--- src/hw/rtl/aleg_pkg.sv ---
// shared types, constants and codes of the associated legendre evaluator
package aleg_pkg;

  // fixed field widths
  localparam int BAND_W = 3;
  localparam int ARG_W  = 18;
  localparam int VAL_W  = 40;
  // operand a of the shared unit: one bit over a value, holds a difference of two values
  localparam int OPA_W  = VAL_W + 1;

  // degree and order clamp
  localparam int MAX_BAND = 7;

  // default fraction bits
  localparam int FRAC_BITS_DEF = 16;

  localparam logic signed [VAL_W-1:0] VAL_MAX = {1'b0, {(VAL_W-1){1'b1}}};
  localparam logic signed [VAL_W-1:0] VAL_MIN = {1'b1, {(VAL_W-1){1'b0}}};

  typedef enum logic [1:0] {
    OP_MUL_RAW,
    OP_MUL_Q,
    OP_DIV,
    OP_SQRT
  } alu_op_e;

  typedef enum logic [1:0] {
    A_IDLE,
    A_RUN,
    A_FIN
  } alu_state_e;

  typedef enum logic [3:0] {
    S_IDLE,
    S_SQR,
    S_SQRT,
    S_MM_RAW,
    S_MM_Q,
    S_M1_RAW,
    S_M1_Q,
    S_RC_A1,
    S_RC_A2,
    S_RC_B,
    S_RC_DIV,
    S_OUT
  } seq_state_e;

  typedef struct packed {
    logic    start;
    alu_op_e op;
  } alu_req_t;

endpackage

--- src/hw/rtl/aleg_unit.sv ---
// shared iterative unit: chunked multiply, small divide and square root
module aleg_unit import aleg_pkg::*; #(
  parameter int FRAC_BITS = FRAC_BITS_DEF
) (
  input  logic                        clk_i,
  input  logic                        rst_ni,
  input  alu_req_t                    req_i,
  input  logic signed [OPA_W-1:0]     a_i,
  input  logic signed [FRAC_BITS+1:0] b_i,
  input  logic [2*FRAC_BITS+1:0]      rad_i,
  output logic                        done_o,
  output logic signed [VAL_W-1:0]     res_o,
  output logic [2*FRAC_BITS+1:0]      mag_o
);

  localparam int MBW   = FRAC_BITS + 2;
  localparam int RADW  = 2 * FRAC_BITS + 2;
  localparam int DGW   = 24;
  localparam int NDIG  = 2;
  localparam int OPW   = DGW * NDIG;
  localparam int NBYTE = OPW / 8;
  localparam int SHW   = (RADW > OPW) ? RADW : OPW;
  localparam int ACW   = OPW + MBW;
  localparam int RTW   = FRAC_BITS + 1;
  localparam int RMW   = FRAC_BITS + 4;
  localparam int CNTW  = $clog2(RTW + 1);

  localparam logic [ACW-1:0] HALF    = ACW'(1) << (FRAC_BITS - 1);
  localparam logic [ACW-1:0] LIM_POS = ACW'({(VAL_W-1){1'b1}});
  localparam logic [ACW-1:0] LIM_NEG = LIM_POS + ACW'(1);

  alu_state_e state_q, state_d;
  alu_op_e    op_q, op_d;
  logic       neg_q, neg_d;
  logic       done_q, done_d;
  logic [SHW-1:0]  opa_q, opa_d;
  logic [ACW-1:0]  acc_q, acc_d;
  logic [RMW-1:0]  rem_q, rem_d;
  logic [MBW-1:0]  mb_q, mb_d;
  logic [CNTW-1:0] cnt_q, cnt_d;
  logic signed [VAL_W-1:0] res_q, res_d;

  logic [OPA_W-1:0] ma;
  logic [MBW-1:0]   mb_in;

  // divide step: eight quotient bits
  logic [2:0] dv_r;
  logic [3:0] dv_t;
  logic [7:0] dv_q;
  logic [7:0] dv_byte;

  // square root step
  logic [1:0]     sq_pair;
  logic [RTW-1:0] sq_rt_in, sq_rt;
  logic [RMW-1:0] sq_remx, sq_trial, sq_rem;

  // final rounding and saturation
  logic [ACW-1:0] fin_m, fin_n;
  logic signed [VAL_W-1:0] fin_v;

  assign ma    = a_i[OPA_W-1] ? (~a_i + 1'b1) : a_i;
  assign mb_in = b_i[MBW-1] ? (~b_i + 1'b1) : b_i;

  always_comb begin
    dv_byte = opa_q[SHW-1 -: 8];
    dv_r    = rem_q[2:0];
    dv_t    = '0;
    dv_q    = '0;
    for (int k = 7; k >= 0; k--) begin
      dv_t = {dv_r, dv_byte[k]};
      if (dv_t >= {1'b0, mb_q[2:0]}) begin
        dv_t    = dv_t - {1'b0, mb_q[2:0]};
        dv_q[k] = 1'b1;
      end
      dv_r = dv_t[2:0];
    end
  end

  always_comb begin
    sq_pair  = opa_q[SHW-1 -: 2];
    sq_rt_in = acc_q[RTW-1:0];
    sq_remx  = {rem_q[RMW-3:0], sq_pair};
    sq_trial = RMW'({sq_rt_in, 2'b01});
    if (sq_remx >= sq_trial) begin
      sq_rem = sq_remx - sq_trial;
      sq_rt  = {sq_rt_in[RTW-2:0], 1'b1};
    end else begin
      sq_rem = sq_remx;
      sq_rt  = {sq_rt_in[RTW-2:0], 1'b0};
    end
  end

  always_comb begin
    unique case (op_q)
      OP_MUL_Q: fin_m = (acc_q + HALF) >> FRAC_BITS;
      // round to nearest: step up when the remainder exceeds the root
      OP_SQRT:  fin_m = acc_q + ACW'(rem_q > RMW'(acc_q[RTW-1:0]));
      default:  fin_m = acc_q;
    endcase
    fin_n = ~fin_m + 1'b1;
    if (neg_q) begin
      fin_v = (fin_m > LIM_NEG) ? VAL_MIN : fin_n[VAL_W-1:0];
    end else begin
      fin_v = (fin_m > LIM_POS) ? VAL_MAX : fin_m[VAL_W-1:0];
    end
  end

  always_comb begin
    state_d = state_q;
    unique case (state_q)
      A_IDLE: begin
        if (req_i.start) state_d = A_RUN;
      end
      A_RUN: begin
        if (cnt_q == CNTW'(1)) state_d = A_FIN;
      end
      A_FIN:   state_d = A_IDLE;
      default: state_d = A_IDLE;
    endcase
  end

  always_comb begin
    op_d   = op_q;
    neg_d  = neg_q;
    opa_d  = opa_q;
    acc_d  = acc_q;
    rem_d  = rem_q;
    mb_d   = mb_q;
    cnt_d  = cnt_q;
    res_d  = res_q;
    done_d = 1'b0;
    unique case (state_q)
      A_IDLE: begin
        if (req_i.start) begin
          op_d  = req_i.op;
          mb_d  = mb_in;
          acc_d = '0;
          rem_d = '0;
          unique case (req_i.op)
            OP_SQRT: begin
              neg_d = 1'b0;
              opa_d = SHW'(rad_i) << (SHW - RADW);
              cnt_d = CNTW'(RTW);
            end
            OP_DIV: begin
              neg_d = a_i[OPA_W-1];
              opa_d = SHW'(OPW'(ma)) << (SHW - OPW);
              cnt_d = CNTW'(NBYTE);
            end
            default: begin
              neg_d = a_i[OPA_W-1] ^ b_i[MBW-1];
              opa_d = SHW'(OPW'(ma)) << (SHW - OPW);
              cnt_d = CNTW'(NDIG);
            end
          endcase
        end
      end
      A_RUN: begin
        cnt_d = cnt_q - CNTW'(1);
        unique case (op_q)
          OP_SQRT: begin
            acc_d = ACW'(sq_rt);
            rem_d = sq_rem;
            opa_d = opa_q << 2;
          end
          OP_DIV: begin
            acc_d = {acc_q[ACW-9:0], dv_q};
            rem_d = RMW'(dv_r);
            opa_d = opa_q << 8;
          end
          default: begin
            // most significant digit first
            acc_d = (acc_q << DGW) + ACW'(opa_q[SHW-1 -: DGW]) * ACW'(mb_q);
            opa_d = opa_q << DGW;
          end
        endcase
      end
      A_FIN: begin
        res_d  = fin_v;
        done_d = 1'b1;
      end
      default: ;
    endcase
  end

  always_ff @(posedge clk_i or negedge rst_ni) begin
    if (!rst_ni) begin
      state_q <= A_IDLE;
      done_q  <= 1'b0;
    end else begin
      state_q <= state_d;
      done_q  <= done_d;
    end
  end

  always_ff @(posedge clk_i) begin
    op_q  <= op_d;
    neg_q <= neg_d;
    opa_q <= opa_d;
    acc_q <= acc_d;
    rem_q <= rem_d;
    mb_q  <= mb_d;
    cnt_q <= cnt_d;
    res_q <= res_d;
  end

  assign done_o = done_q;
  assign res_o  = res_q;
  assign mag_o  = acc_q[RADW-1:0];

`ifndef ASSERT_OFF
  a_start_idle: assert property (@(posedge clk_i) disable iff (!rst_ni)
    req_i.start |-> state_q == A_IDLE)
    else $error("unit started while busy");

  a_fin_done: assert property (@(posedge clk_i) disable iff (!rst_ni)
    state_q == A_FIN |=> done_q)
    else $error("finish without done");

  a_done_pulse: assert property (@(posedge clk_i) disable iff (!rst_ni)
    done_q |=> !done_q)
    else $error("done longer than one cycle");

  a_sqrt_pos: assert property (@(posedge clk_i) disable iff (!rst_ni)
    done_q && op_q == OP_SQRT |-> !res_q[VAL_W-1])
    else $error("negative root");
`endif

endmodule

--- src/hw/rtl/aleg_seq.sv ---
// sequencer: walks the legendre recurrence through the shared unit
module aleg_seq import aleg_pkg::*; #(
  parameter int FRAC_BITS = FRAC_BITS_DEF
) (
  input  logic                        clk_i,
  input  logic                        rst_ni,
  input  logic                        in_valid_i,
  output logic                        in_ready_o,
  input  logic [BAND_W-1:0]           degree_i,
  input  logic [BAND_W-1:0]           order_i,
  input  logic signed [ARG_W-1:0]     arg_x_i,
  output logic                        res_valid_o,
  input  logic                        res_take_i,
  output logic signed [VAL_W-1:0]     res_value_o,
  output logic                        res_ok_o,
  output alu_req_t                    alu_req_o,
  output logic signed [OPA_W-1:0]     alu_a_o,
  output logic signed [FRAC_BITS+1:0] alu_b_o,
  output logic [2*FRAC_BITS+1:0]      alu_rad_o,
  input  logic                        alu_done_i,
  input  logic signed [VAL_W-1:0]     alu_res_i,
  input  logic [2*FRAC_BITS+1:0]      alu_mag_i
);

  localparam int MBW  = FRAC_BITS + 2;
  localparam int RADW = 2 * FRAC_BITS + 2;
  localparam int XCW  = (MBW > ARG_W) ? MBW : ARG_W;

  localparam logic signed [XCW-1:0]   ONE_X = XCW'(longint'(1) << FRAC_BITS);
  localparam logic signed [OPA_W-1:0] ONE_P = OPA_W'(longint'(1) << FRAC_BITS);
  localparam logic [RADW-1:0]         ONE2  = RADW'(1) << (2 * FRAC_BITS);

  seq_state_e state_q, state_d;
  logic issue_q, issue_d;

  logic [BAND_W-1:0] l_q, l_d, m_q, m_d, ll_q, ll_d, mcnt_q, mcnt_d;
  logic [3:0] fact_q, fact_d;
  logic signed [MBW-1:0]   x_q, x_d, s_q, s_d;
  logic [RADW-1:0]         rad_q, rad_d;
  logic signed [OPA_W-1:0] pmm_q, pmm_d, diff_q, diff_d;
  logic signed [VAL_W-1:0] pmm1_q, pmm1_d, t_q, t_d, val_q, val_d;
  logic ok_q, ok_d;

  logic [BAND_W-1:0] deg_c, ord_c;
  logic signed [XCW-1:0] x_ext, x_cl;
  logic signed [OPA_W-1:0] res_ext, pmm_neg, t_ext, pmm1_ext, x_wide;
  logic alu_busy, lm_eq, l_next, mm_last;
  logic [3:0] k_small;

  assign deg_c = (int'(degree_i) > MAX_BAND) ? BAND_W'(MAX_BAND) : degree_i;
  assign ord_c = (int'(order_i) > MAX_BAND) ? BAND_W'(MAX_BAND) : order_i;

  // argument beyond plus or minus one saturates to plus or minus one
  assign x_ext = XCW'(arg_x_i);
  assign x_cl  = (x_ext > ONE_X) ? ONE_X : ((x_ext < -ONE_X) ? -ONE_X : x_ext);

  assign res_ext  = {{(OPA_W-VAL_W){alu_res_i[VAL_W-1]}}, alu_res_i};
  assign pmm_neg  = -res_ext;
  assign t_ext    = {{(OPA_W-VAL_W){t_q[VAL_W-1]}}, t_q};
  assign pmm1_ext = {{(OPA_W-VAL_W){pmm1_q[VAL_W-1]}}, pmm1_q};
  assign x_wide   = {{(OPA_W-MBW){x_q[MBW-1]}}, x_q};

  assign alu_busy = (state_q != S_IDLE) && (state_q != S_OUT);
  assign lm_eq    = (l_q == m_q);
  assign l_next   = ({1'b0, l_q} == ({1'b0, m_q} + 4'd1));
  assign mm_last  = (mcnt_q == BAND_W'(1));

  always_comb begin
    state_d = state_q;
    unique case (state_q)
      S_IDLE: begin
        if (in_valid_i) state_d = (ord_c > deg_c) ? S_OUT : S_SQR;
      end
      S_SQR: begin
        if (alu_done_i) state_d = S_SQRT;
      end
      S_SQRT: begin
        if (alu_done_i) begin
          if (m_q != '0) state_d = S_MM_RAW;
          else           state_d = lm_eq ? S_OUT : S_M1_RAW;
        end
      end
      S_MM_RAW: begin
        if (alu_done_i) state_d = S_MM_Q;
      end
      S_MM_Q: begin
        if (alu_done_i) begin
          if (!mm_last) state_d = S_MM_RAW;
          else          state_d = lm_eq ? S_OUT : S_M1_RAW;
        end
      end
      S_M1_RAW: begin
        if (alu_done_i) state_d = S_M1_Q;
      end
      S_M1_Q: begin
        if (alu_done_i) state_d = l_next ? S_OUT : S_RC_A1;
      end
      S_RC_A1: begin
        if (alu_done_i) state_d = S_RC_A2;
      end
      S_RC_A2: begin
        if (alu_done_i) state_d = S_RC_B;
      end
      S_RC_B: begin
        if (alu_done_i) state_d = S_RC_DIV;
      end
      S_RC_DIV: begin
        if (alu_done_i) state_d = (ll_q == l_q) ? S_OUT : S_RC_A1;
      end
      S_OUT: begin
        if (res_take_i) state_d = S_IDLE;
      end
      default: state_d = S_IDLE;
    endcase
  end

  always_comb begin
    in_ready_o      = (state_q == S_IDLE);
    res_valid_o     = (state_q == S_OUT);
    alu_req_o.start = alu_busy && !issue_q;
    alu_req_o.op    = OP_MUL_RAW;
    alu_a_o         = pmm_q;
    alu_b_o         = x_q;
    alu_rad_o       = rad_q;
    k_small         = '0;
    unique case (state_q)
      S_SQR: begin
        alu_a_o = x_wide;
      end
      S_SQRT: begin
        alu_req_o.op = OP_SQRT;
      end
      S_MM_RAW: begin
        alu_b_o = MBW'(fact_q);
      end
      S_MM_Q: begin
        alu_req_o.op = OP_MUL_Q;
        alu_a_o      = t_ext;
        alu_b_o      = s_q;
      end
      S_M1_RAW: begin
        k_small = {m_q, 1'b1};
        alu_b_o = MBW'(k_small);
      end
      S_M1_Q, S_RC_A2: begin
        alu_req_o.op = OP_MUL_Q;
        alu_a_o      = t_ext;
      end
      S_RC_A1: begin
        k_small = {ll_q, 1'b0} - 4'd1;
        alu_a_o = pmm1_ext;
        alu_b_o = MBW'(k_small);
      end
      S_RC_B: begin
        k_small = {1'b0, ll_q} + {1'b0, m_q} - 4'd1;
        alu_b_o = MBW'(k_small);
      end
      S_RC_DIV: begin
        k_small      = {1'b0, ll_q - m_q};
        alu_req_o.op = OP_DIV;
        alu_a_o      = diff_q;
        alu_b_o      = MBW'(k_small);
      end
      default: ;
    endcase
  end

  always_comb begin
    issue_d = alu_busy && !alu_done_i;
    l_d     = l_q;
    m_d     = m_q;
    ll_d    = ll_q;
    mcnt_d  = mcnt_q;
    fact_d  = fact_q;
    x_d     = x_q;
    s_d     = s_q;
    rad_d   = rad_q;
    pmm_d   = pmm_q;
    pmm1_d  = pmm1_q;
    diff_d  = diff_q;
    t_d     = t_q;
    val_d   = val_q;
    ok_d    = ok_q;
    unique case (state_q)
      S_IDLE: begin
        if (in_valid_i) begin
          l_d   = deg_c;
          m_d   = ord_c;
          x_d   = x_cl[MBW-1:0];
          ok_d  = !(ord_c > deg_c);
          val_d = '0;
        end
      end
      S_SQR: begin
        if (alu_done_i) rad_d = ONE2 - alu_mag_i;
      end
      S_SQRT: begin
        if (alu_done_i) begin
          s_d    = alu_res_i[MBW-1:0];
          pmm_d  = ONE_P;
          fact_d = 4'd1;
          mcnt_d = m_q;
          val_d  = ONE_P[VAL_W-1:0];
        end
      end
      S_MM_Q: begin
        if (alu_done_i) begin
          pmm_d  = pmm_neg;
          fact_d = fact_q + 4'd2;
          mcnt_d = mcnt_q - BAND_W'(1);
          val_d  = pmm_neg[VAL_W-1:0];
        end
      end
      S_MM_RAW, S_M1_RAW, S_RC_A1, S_RC_A2: begin
        if (alu_done_i) t_d = alu_res_i;
      end
      S_M1_Q: begin
        if (alu_done_i) begin
          pmm1_d = alu_res_i;
          ll_d   = m_q + BAND_W'(2);
          val_d  = alu_res_i;
        end
      end
      S_RC_B: begin
        if (alu_done_i) diff_d = t_ext - res_ext;
      end
      S_RC_DIV: begin
        if (alu_done_i) begin
          pmm_d  = pmm1_ext;
          pmm1_d = alu_res_i;
          ll_d   = ll_q + BAND_W'(1);
          val_d  = alu_res_i;
        end
      end
      default: ;
    endcase
  end

  always_ff @(posedge clk_i or negedge rst_ni) begin
    if (!rst_ni) begin
      state_q <= S_IDLE;
      issue_q <= 1'b0;
    end else begin
      state_q <= state_d;
      issue_q <= issue_d;
    end
  end

  always_ff @(posedge clk_i) begin
    l_q    <= l_d;
    m_q    <= m_d;
    ll_q   <= ll_d;
    mcnt_q <= mcnt_d;
    fact_q <= fact_d;
    x_q    <= x_d;
    s_q    <= s_d;
    rad_q  <= rad_d;
    pmm_q  <= pmm_d;
    pmm1_q <= pmm1_d;
    diff_q <= diff_d;
    t_q    <= t_d;
    val_q  <= val_d;
    ok_q   <= ok_d;
  end

  assign res_value_o = val_q;
  assign res_ok_o    = ok_q;

endmodule

--- src/hw/rtl/associated_legendre_eval.sv ---
// top level of the associated legendre polynomial evaluator
// an order above the degree goes straight to the output, flagged invalid; otherwise P(m,m) is
//   built first, then P(m,m+1), then one recurrence step per further degree
// one item at a time: a new input is taken only once the previous result has left the sequencer
// reset: asynchronous, active low; clears sequencer, unit and output control, no clearing pass
module associated_legendre_eval import aleg_pkg::*; #(
  parameter int FRAC_BITS = FRAC_BITS_DEF
) (
  input  logic              clk_i,
  input  logic              rst_ni,
  // input requests
  input  logic              s_axis_tvalid_i,
  output logic              s_axis_tready_o,
  input  logic [23:0]       s_axis_tdata_i,   // degree[2:0], order[5:3], arg_x[23:6]
  // result requests
  output logic              m_axis_tvalid_o,
  input  logic              m_axis_tready_i,
  output logic [VAL_W-1:0]  m_axis_tdata_o,   // poly_value[39:0]
  output logic [0:0]        m_axis_tuser_o    // valid_res[0]
);

  localparam int MBW  = FRAC_BITS + 2;
  localparam int RADW = 2 * FRAC_BITS + 2;

  // sequencer to shared unit
  alu_req_t                alu_req;
  logic signed [OPA_W-1:0] alu_a;
  logic signed [MBW-1:0]   alu_b;
  logic [RADW-1:0]         alu_rad;
  logic                    alu_done;
  logic signed [VAL_W-1:0] alu_res;
  logic [RADW-1:0]         alu_mag;

  // finished result from the sequencer
  logic                    res_valid;
  logic                    res_take;
  logic signed [VAL_W-1:0] res_value;
  logic                    res_ok;

  // output register
  logic             m_valid_q;
  logic [VAL_W-1:0] m_data_q;
  logic             m_ok_q;

  aleg_seq #(
    .FRAC_BITS (FRAC_BITS)
  ) u_seq (
    .clk_i       (clk_i),
    .rst_ni      (rst_ni),
    .in_valid_i  (s_axis_tvalid_i),
    .in_ready_o  (s_axis_tready_o),
    .degree_i    (s_axis_tdata_i[2:0]),
    .order_i     (s_axis_tdata_i[5:3]),
    .arg_x_i     (s_axis_tdata_i[23:6]),
    .res_valid_o (res_valid),
    .res_take_i  (res_take),
    .res_value_o (res_value),
    .res_ok_o    (res_ok),
    .alu_req_o   (alu_req),
    .alu_a_o     (alu_a),
    .alu_b_o     (alu_b),
    .alu_rad_o   (alu_rad),
    .alu_done_i  (alu_done),
    .alu_res_i   (alu_res),
    .alu_mag_i   (alu_mag)
  );

  aleg_unit #(
    .FRAC_BITS (FRAC_BITS)
  ) u_unit (
    .clk_i  (clk_i),
    .rst_ni (rst_ni),
    .req_i  (alu_req),
    .a_i    (alu_a),
    .b_i    (alu_b),
    .rad_i  (alu_rad),
    .done_o (alu_done),
    .res_o  (alu_res),
    .mag_o  (alu_mag)
  );

  // result moves on when the output register is empty or being drained
  assign res_take = res_valid && (!m_valid_q || m_axis_tready_i);

  always_ff @(posedge clk_i or negedge rst_ni) begin
    if (!rst_ni) begin
      m_valid_q <= 1'b0;
    end else if (res_take) begin
      m_valid_q <= 1'b1;
    end else if (m_axis_tready_i) begin
      m_valid_q <= 1'b0;
    end
  end

  // payload carries no reset
  always_ff @(posedge clk_i) begin
    if (res_take) begin
      m_data_q <= res_value;
      m_ok_q   <= res_ok;
    end
  end

  assign m_axis_tvalid_o   = m_valid_q;
  assign m_axis_tdata_o    = m_data_q;
  assign m_axis_tuser_o[0] = m_ok_q;

`ifndef ASSERT_OFF
  a_invalid_zero: assert property (@(posedge clk_i) disable iff (!rst_ni)
    m_axis_tvalid_o && !m_axis_tuser_o[0] |-> m_axis_tdata_o == '0)
    else $error("invalid result not zero");
`endif

endmodule
--- config.mk ---
export PLATFORM = sky130hd
export DESIGN_NAME = associated_legendre_eval
export DESIGN_NICKNAME = d
export VERILOG_FILES = /design/src/hw/rtl/aleg_pkg.sv /design/src/hw/rtl/aleg_unit.sv /design/src/hw/rtl/aleg_seq.sv /design/src/hw/rtl/associated_legendre_eval.sv
export SDC_FILE = /design/constraint.sdc
export NUM_CORES = 2
export LEC_CHECK = 0
export BUFFER_PORTS_ARGS = -buffer_cell sky130_fd_sc_hd__buf_2
export CAP_MARGIN = 20
export CORE_ASPECT_RATIO = 2
export CORE_MARGIN = 3
export CORE_UTILIZATION = 50
export CTS_CLUSTER_DIAMETER = 200
export DETAILED_ROUTE_END_ITERATION = 10
export GPL_TIMING_DRIVEN = 0
export PLACE_DENSITY = 0.66
export SLEW_MARGIN = 5
export SYNTH_ARGS = -nofsm -noshare
export SYNTH_HDL_FRONTEND = slang
export SYNTH_SLANG_ARGS = --single-unit
--- constraint.sdc ---
create_clock -name clk_i -period 17.5 [get_ports clk_i]
set_input_delay 5.25 -clock clk_i [delete_from_list [all_inputs] [get_ports clk_i]]
set_output_delay 5.25 -clock clk_i [all_outputs]
set_load 0.005 [all_outputs]
==> impl_metrics.sql <==
INSERT INTO impl_metrics (metric_group, metric, value, unit) VALUES
('yosys', 'yosys.cell_types.count', '102', ''),
('route', 'drtIter0Drc', '4319', ''),
('worst_hold_path', 'min_delay_worst_type', 'reg -> reg', ''),
('critical_path', 'cp_data_arrival_time', '14.60', 'ns'),
('route', 'drt_drc_violations_left', '0', ''),
('final_layout', 'areaGrowthSynthToFinish', '8.13', '%'),
('yosys', 'synth.avg_cell_area', '9.31', 'µm²'),
('yosys', 'synth_fp_nets', '5965', ''),
('job', 'maxCapViolCount', '0', ''),
('grt', 'globalRouteMet2Util', '70.6', '%'),
('floorplanning', 'core.rowCount', '162', ''),
('place', 'gp_routability_congestion', '1.10', ''),
('run_status', 'status', 'finished, final reports clean', ''),
('floorplanning', 'die-height', '450', 'µm'),
('clocking', 'cts_resized', '0', ''),
('timing', 'final_period_minus_worst_setup_slack', '14.23', 'ns'),
('critical_path', 'critical_path.startpoint_type', 'flop', ''),
('yosys', 'synth.area.top_cells', 'sky130_fd_sc_hd__edfxtp_1 32%, sky130_fd_sc_hd__fa_1 15%, sky130_fd_sc_hd__ha_1 6.6%', ''),
('clocking', 'clock_sinks', '538', ''),
('final_layout', 'nFillCells', '9120', ''),
('critical_path', 'timing.setup.critical_path_class', 'reg -> reg', ''),
('yosys', 'yosys_most_used_dff', 'sky130_fd_sc_hd__edfxtp_1', ''),
('floorplanning', 'fp.dieW', '228', 'µm'),
('yosys', 'synthesis.instances', '5297', ''),
('yosys', 'synth-async-reset-ratio', '1.67', '%'),
('place', 'port_buffers', '70', ''),
('place', 'detailed_place_hpwl', '166000', 'µm'),
('route', 'dr_total_vias', '43900', ''),
('clocking', 'setup_fix_buffers_added_after_clock_tree_synthesis', '0', ''),
('final_layout', 'final_cell_mix', '704 x sky130_fd_sc_hd__nand2_1, 538 x sky130_fd_sc_hd__inv_1, 529 x sky130_fd_sc_hd__edfxtp_1', ''),
('yosys', 'ffs_latches_synth', '538', ''),
('timing', 'hold_viol_final', '0', ''),
('timing', 'rsz0062_at_grt', 'no', ''),
('floorplanning', 'fp.coreArea', '97700', 'µm²'),
('clocking', 'htree_num_levels', '2', ''),
('critical_path', 'crit_path_buffers_inverters', '8', ''),
('final_layout', 'final_nets', '6114', ''),
('critical_path', 'cp_max_fo', '18', ''),
('clocking', 'clk_transition_reported_paths', '0.07', 'ns'),
('grt', 'track_usage', '41.2', '%'),
('clocking', 'clock_tree.root_cell', 'sky130_fd_sc_hd__clkbuf_16', ''),
('grt', 'first_pass_grt_wire_length', '307000', 'µm'),
('grt', 'grt_antenna_before_repair', '14', ''),
('grt', 'grt_pass1_vias', '45200', ''),
('floorplanning', 'floorplan.die_area', '103000', 'µm²'),
('route', 'detail_route.vias_per_cell', '6.44', ''),
('timing', 'worst_slew_pin_tran', '1.30', 'ns'),
('final_layout', 'finish.utilization', '54.6', '%'),
('final_layout', 'final-seq-area', '16100', 'µm²'),
('critical_path', 'timing.critical_path.to_type', 'flop', ''),
('timing', 'setup_total_negative_slack', '0', 'ns'),
('critical_path', 'worst_ep_required_time', '17.88', 'ns'),
('yosys', 'synth_enable_flop_cells', '529', ''),
('route', 'drt_pass1_iterations', '8', ''),
('floorplanning', 'io-pin-count', '71', ''),
('timing', 'relSlewSlack', '13.5', '%'),
('yosys', 'netlist.top_cell.by_area', 'sky130_fd_sc_hd__edfxtp_1', ''),
('critical_path', 'critPathMostFrequentCell', 'sky130_fd_sc_hd__nand2_1', ''),
('yosys', 'yosys_top_cell_area_share', '32.2', '%'),
('clocking', 'clock_latency', '0.63', 'ns'),
('grt', 'grt-ovfl-total', '0', ''),
('route', 'route.final.wire_length', '212000', 'µm'),
('grt', 'met1_track_usage_gr', '37.7', '%'),
('final_layout', 'mostFrequentLayoutCell', 'sky130_fd_sc_hd__nand2_1', ''),
('final_layout', 'layout-drive-gt1-share', '5.56', '%'),
('yosys', 'yosysWarnings', '0', ''),
('yosys', 'netlist_area_before_placement', '49300', 'µm²'),
('timing', 'final.period_utilization', '81.3', '%'),
('route', 'routed_wire_length_per_instance', '31.1', 'µm'),
('timing', 'setup_viol_count_final', '0', ''),
('grt', 'grtUsageMet3', '10.0', '%');
==> routing by layer <==
layer | up-vias | share of wire [%]
li1 | 18700 | -
met1 | 21200 | 29
met2 | 2744 | 49
met3 | 1244 | 7.8
met4 | 4 | 15
met5 | - | 0.013
==> logic make-up after synthesis <==
family,Yosys count,share of synthesized area (%)
AOI/OAI and AO/OA,1092,14.4
xor gates and xnor gates,276,4.90
muxes,77,1.60
adders and majority gates,640,22.0
buffers and inverters,870,6.84
and+or+nand+nor,1804,17.6
DFF,538,32.7
==> worst paths after layout <==
check,from,endpoint,slack [ns],cells after the start
setup / recovery,u_unit.mb_q[1],u_unit.acc_q[0],3.27,56
hold / removal,u_seq.res_value_o[38],m_axis_tdata_o[38],0.42,0
setup reg to reg,u_unit.mb_q[1],u_unit.acc_q[0],3.27,56
hold reg to reg,u_seq.res_value_o[38],m_axis_tdata_o[38],0.42,0
max in group asynchronous,rst_ni,u_unit.state_q[0],12.76,1
min in group asynchronous,rst_ni,u_seq.state_q[1],4.50,1
==> flip-flops by register name, indices dropped and copies added (netlist names), 18 cells and up <==
name / flops
u_seq.alu_rad_o: 34
u_seq.diff_q: 41
u_unit.rem_q: 20
u_seq.res_value_o: 40
u_unit.res_o: 40
u_seq.x_q: 18
u_unit.mb_q: 18
u_seq.pmm_q: 41
u_seq.pmm1_q: 40
u_seq.t_q: 40
u_unit.opa_q: 48
m_axis_tdata_o: 40
u_seq.s_q: 18
u_unit.acc_q: 66
==> worst reg2reg max path, delay by kind of cell (launching register included) <==
family,cells,cell delay [ns]
AO/OA/AOI/OAI,19,4.28
multiplexers,8,3.31
adder cells (fa/ha/maj),8,2.63
buffers and inverters,8,1.52
AND/OR/NAND/NOR,13,1.33
flip-flops,1,0.90
==> layout make-up <==
| type | instances | area share (%) |
|---|---|---|
| Inverter | 542 | 3.81 |
| Timing Repair Buffer | 99 | 1.39 |
| Clock buffer | 64 | 2.42 |
| Clock inverter | 23 | 0.450 |
| Sequential cell | 538 | 30.2 |
| Antenna cell | 12 | 0.0563 |
| Multi-Input combinational cell | 3889 | 56.1 |
| Buffer | 328 | 2.51 |
| Tap cell | 1312 | 3.08 |
==> cells in the mapped netlist (59+ instances only) <==
master                     instances
sky130_fd_sc_hd__a21o_1           71
sky130_fd_sc_hd__edfxtp_1        529
sky130_fd_sc_hd__nand4_1          59
sky130_fd_sc_hd__nor2_1          304
sky130_fd_sc_hd__fa_1            381
sky130_fd_sc_hd__nor3_1          114
sky130_fd_sc_hd__o21ai_0         298
sky130_fd_sc_hd__a21oi_1         269
sky130_fd_sc_hd__xnor2_1         185
sky130_fd_sc_hd__mux2i_1          70
sky130_fd_sc_hd__and2_1          167
sky130_fd_sc_hd__nand2_1         705
sky130_fd_sc_hd__ha_1            259
sky130_fd_sc_hd__clkbuf_1        242
sky130_fd_sc_hd__nand3_1         141
sky130_fd_sc_hd__xor2_1           91
sky130_fd_sc_hd__inv_1           538
==> through the flow <==
stage	cells	worst slack (ns)	hold WS [ns]	instance area, µm²
after floorplan	5297	5.91	0.400	49300
after global placement	6679	3.45	0.402	51300
after detailed placement	6696	3.21	0.405	51600
after CTS	6783	3.16	0.421	53200
after global routing	6797	2.20	0.421	53300
final	6807	3.27	0.419	53300
Power is left out: the tool's default activity adds up to more than one toggle a clock period on the data nets, which glitch-free logic cannot reach.
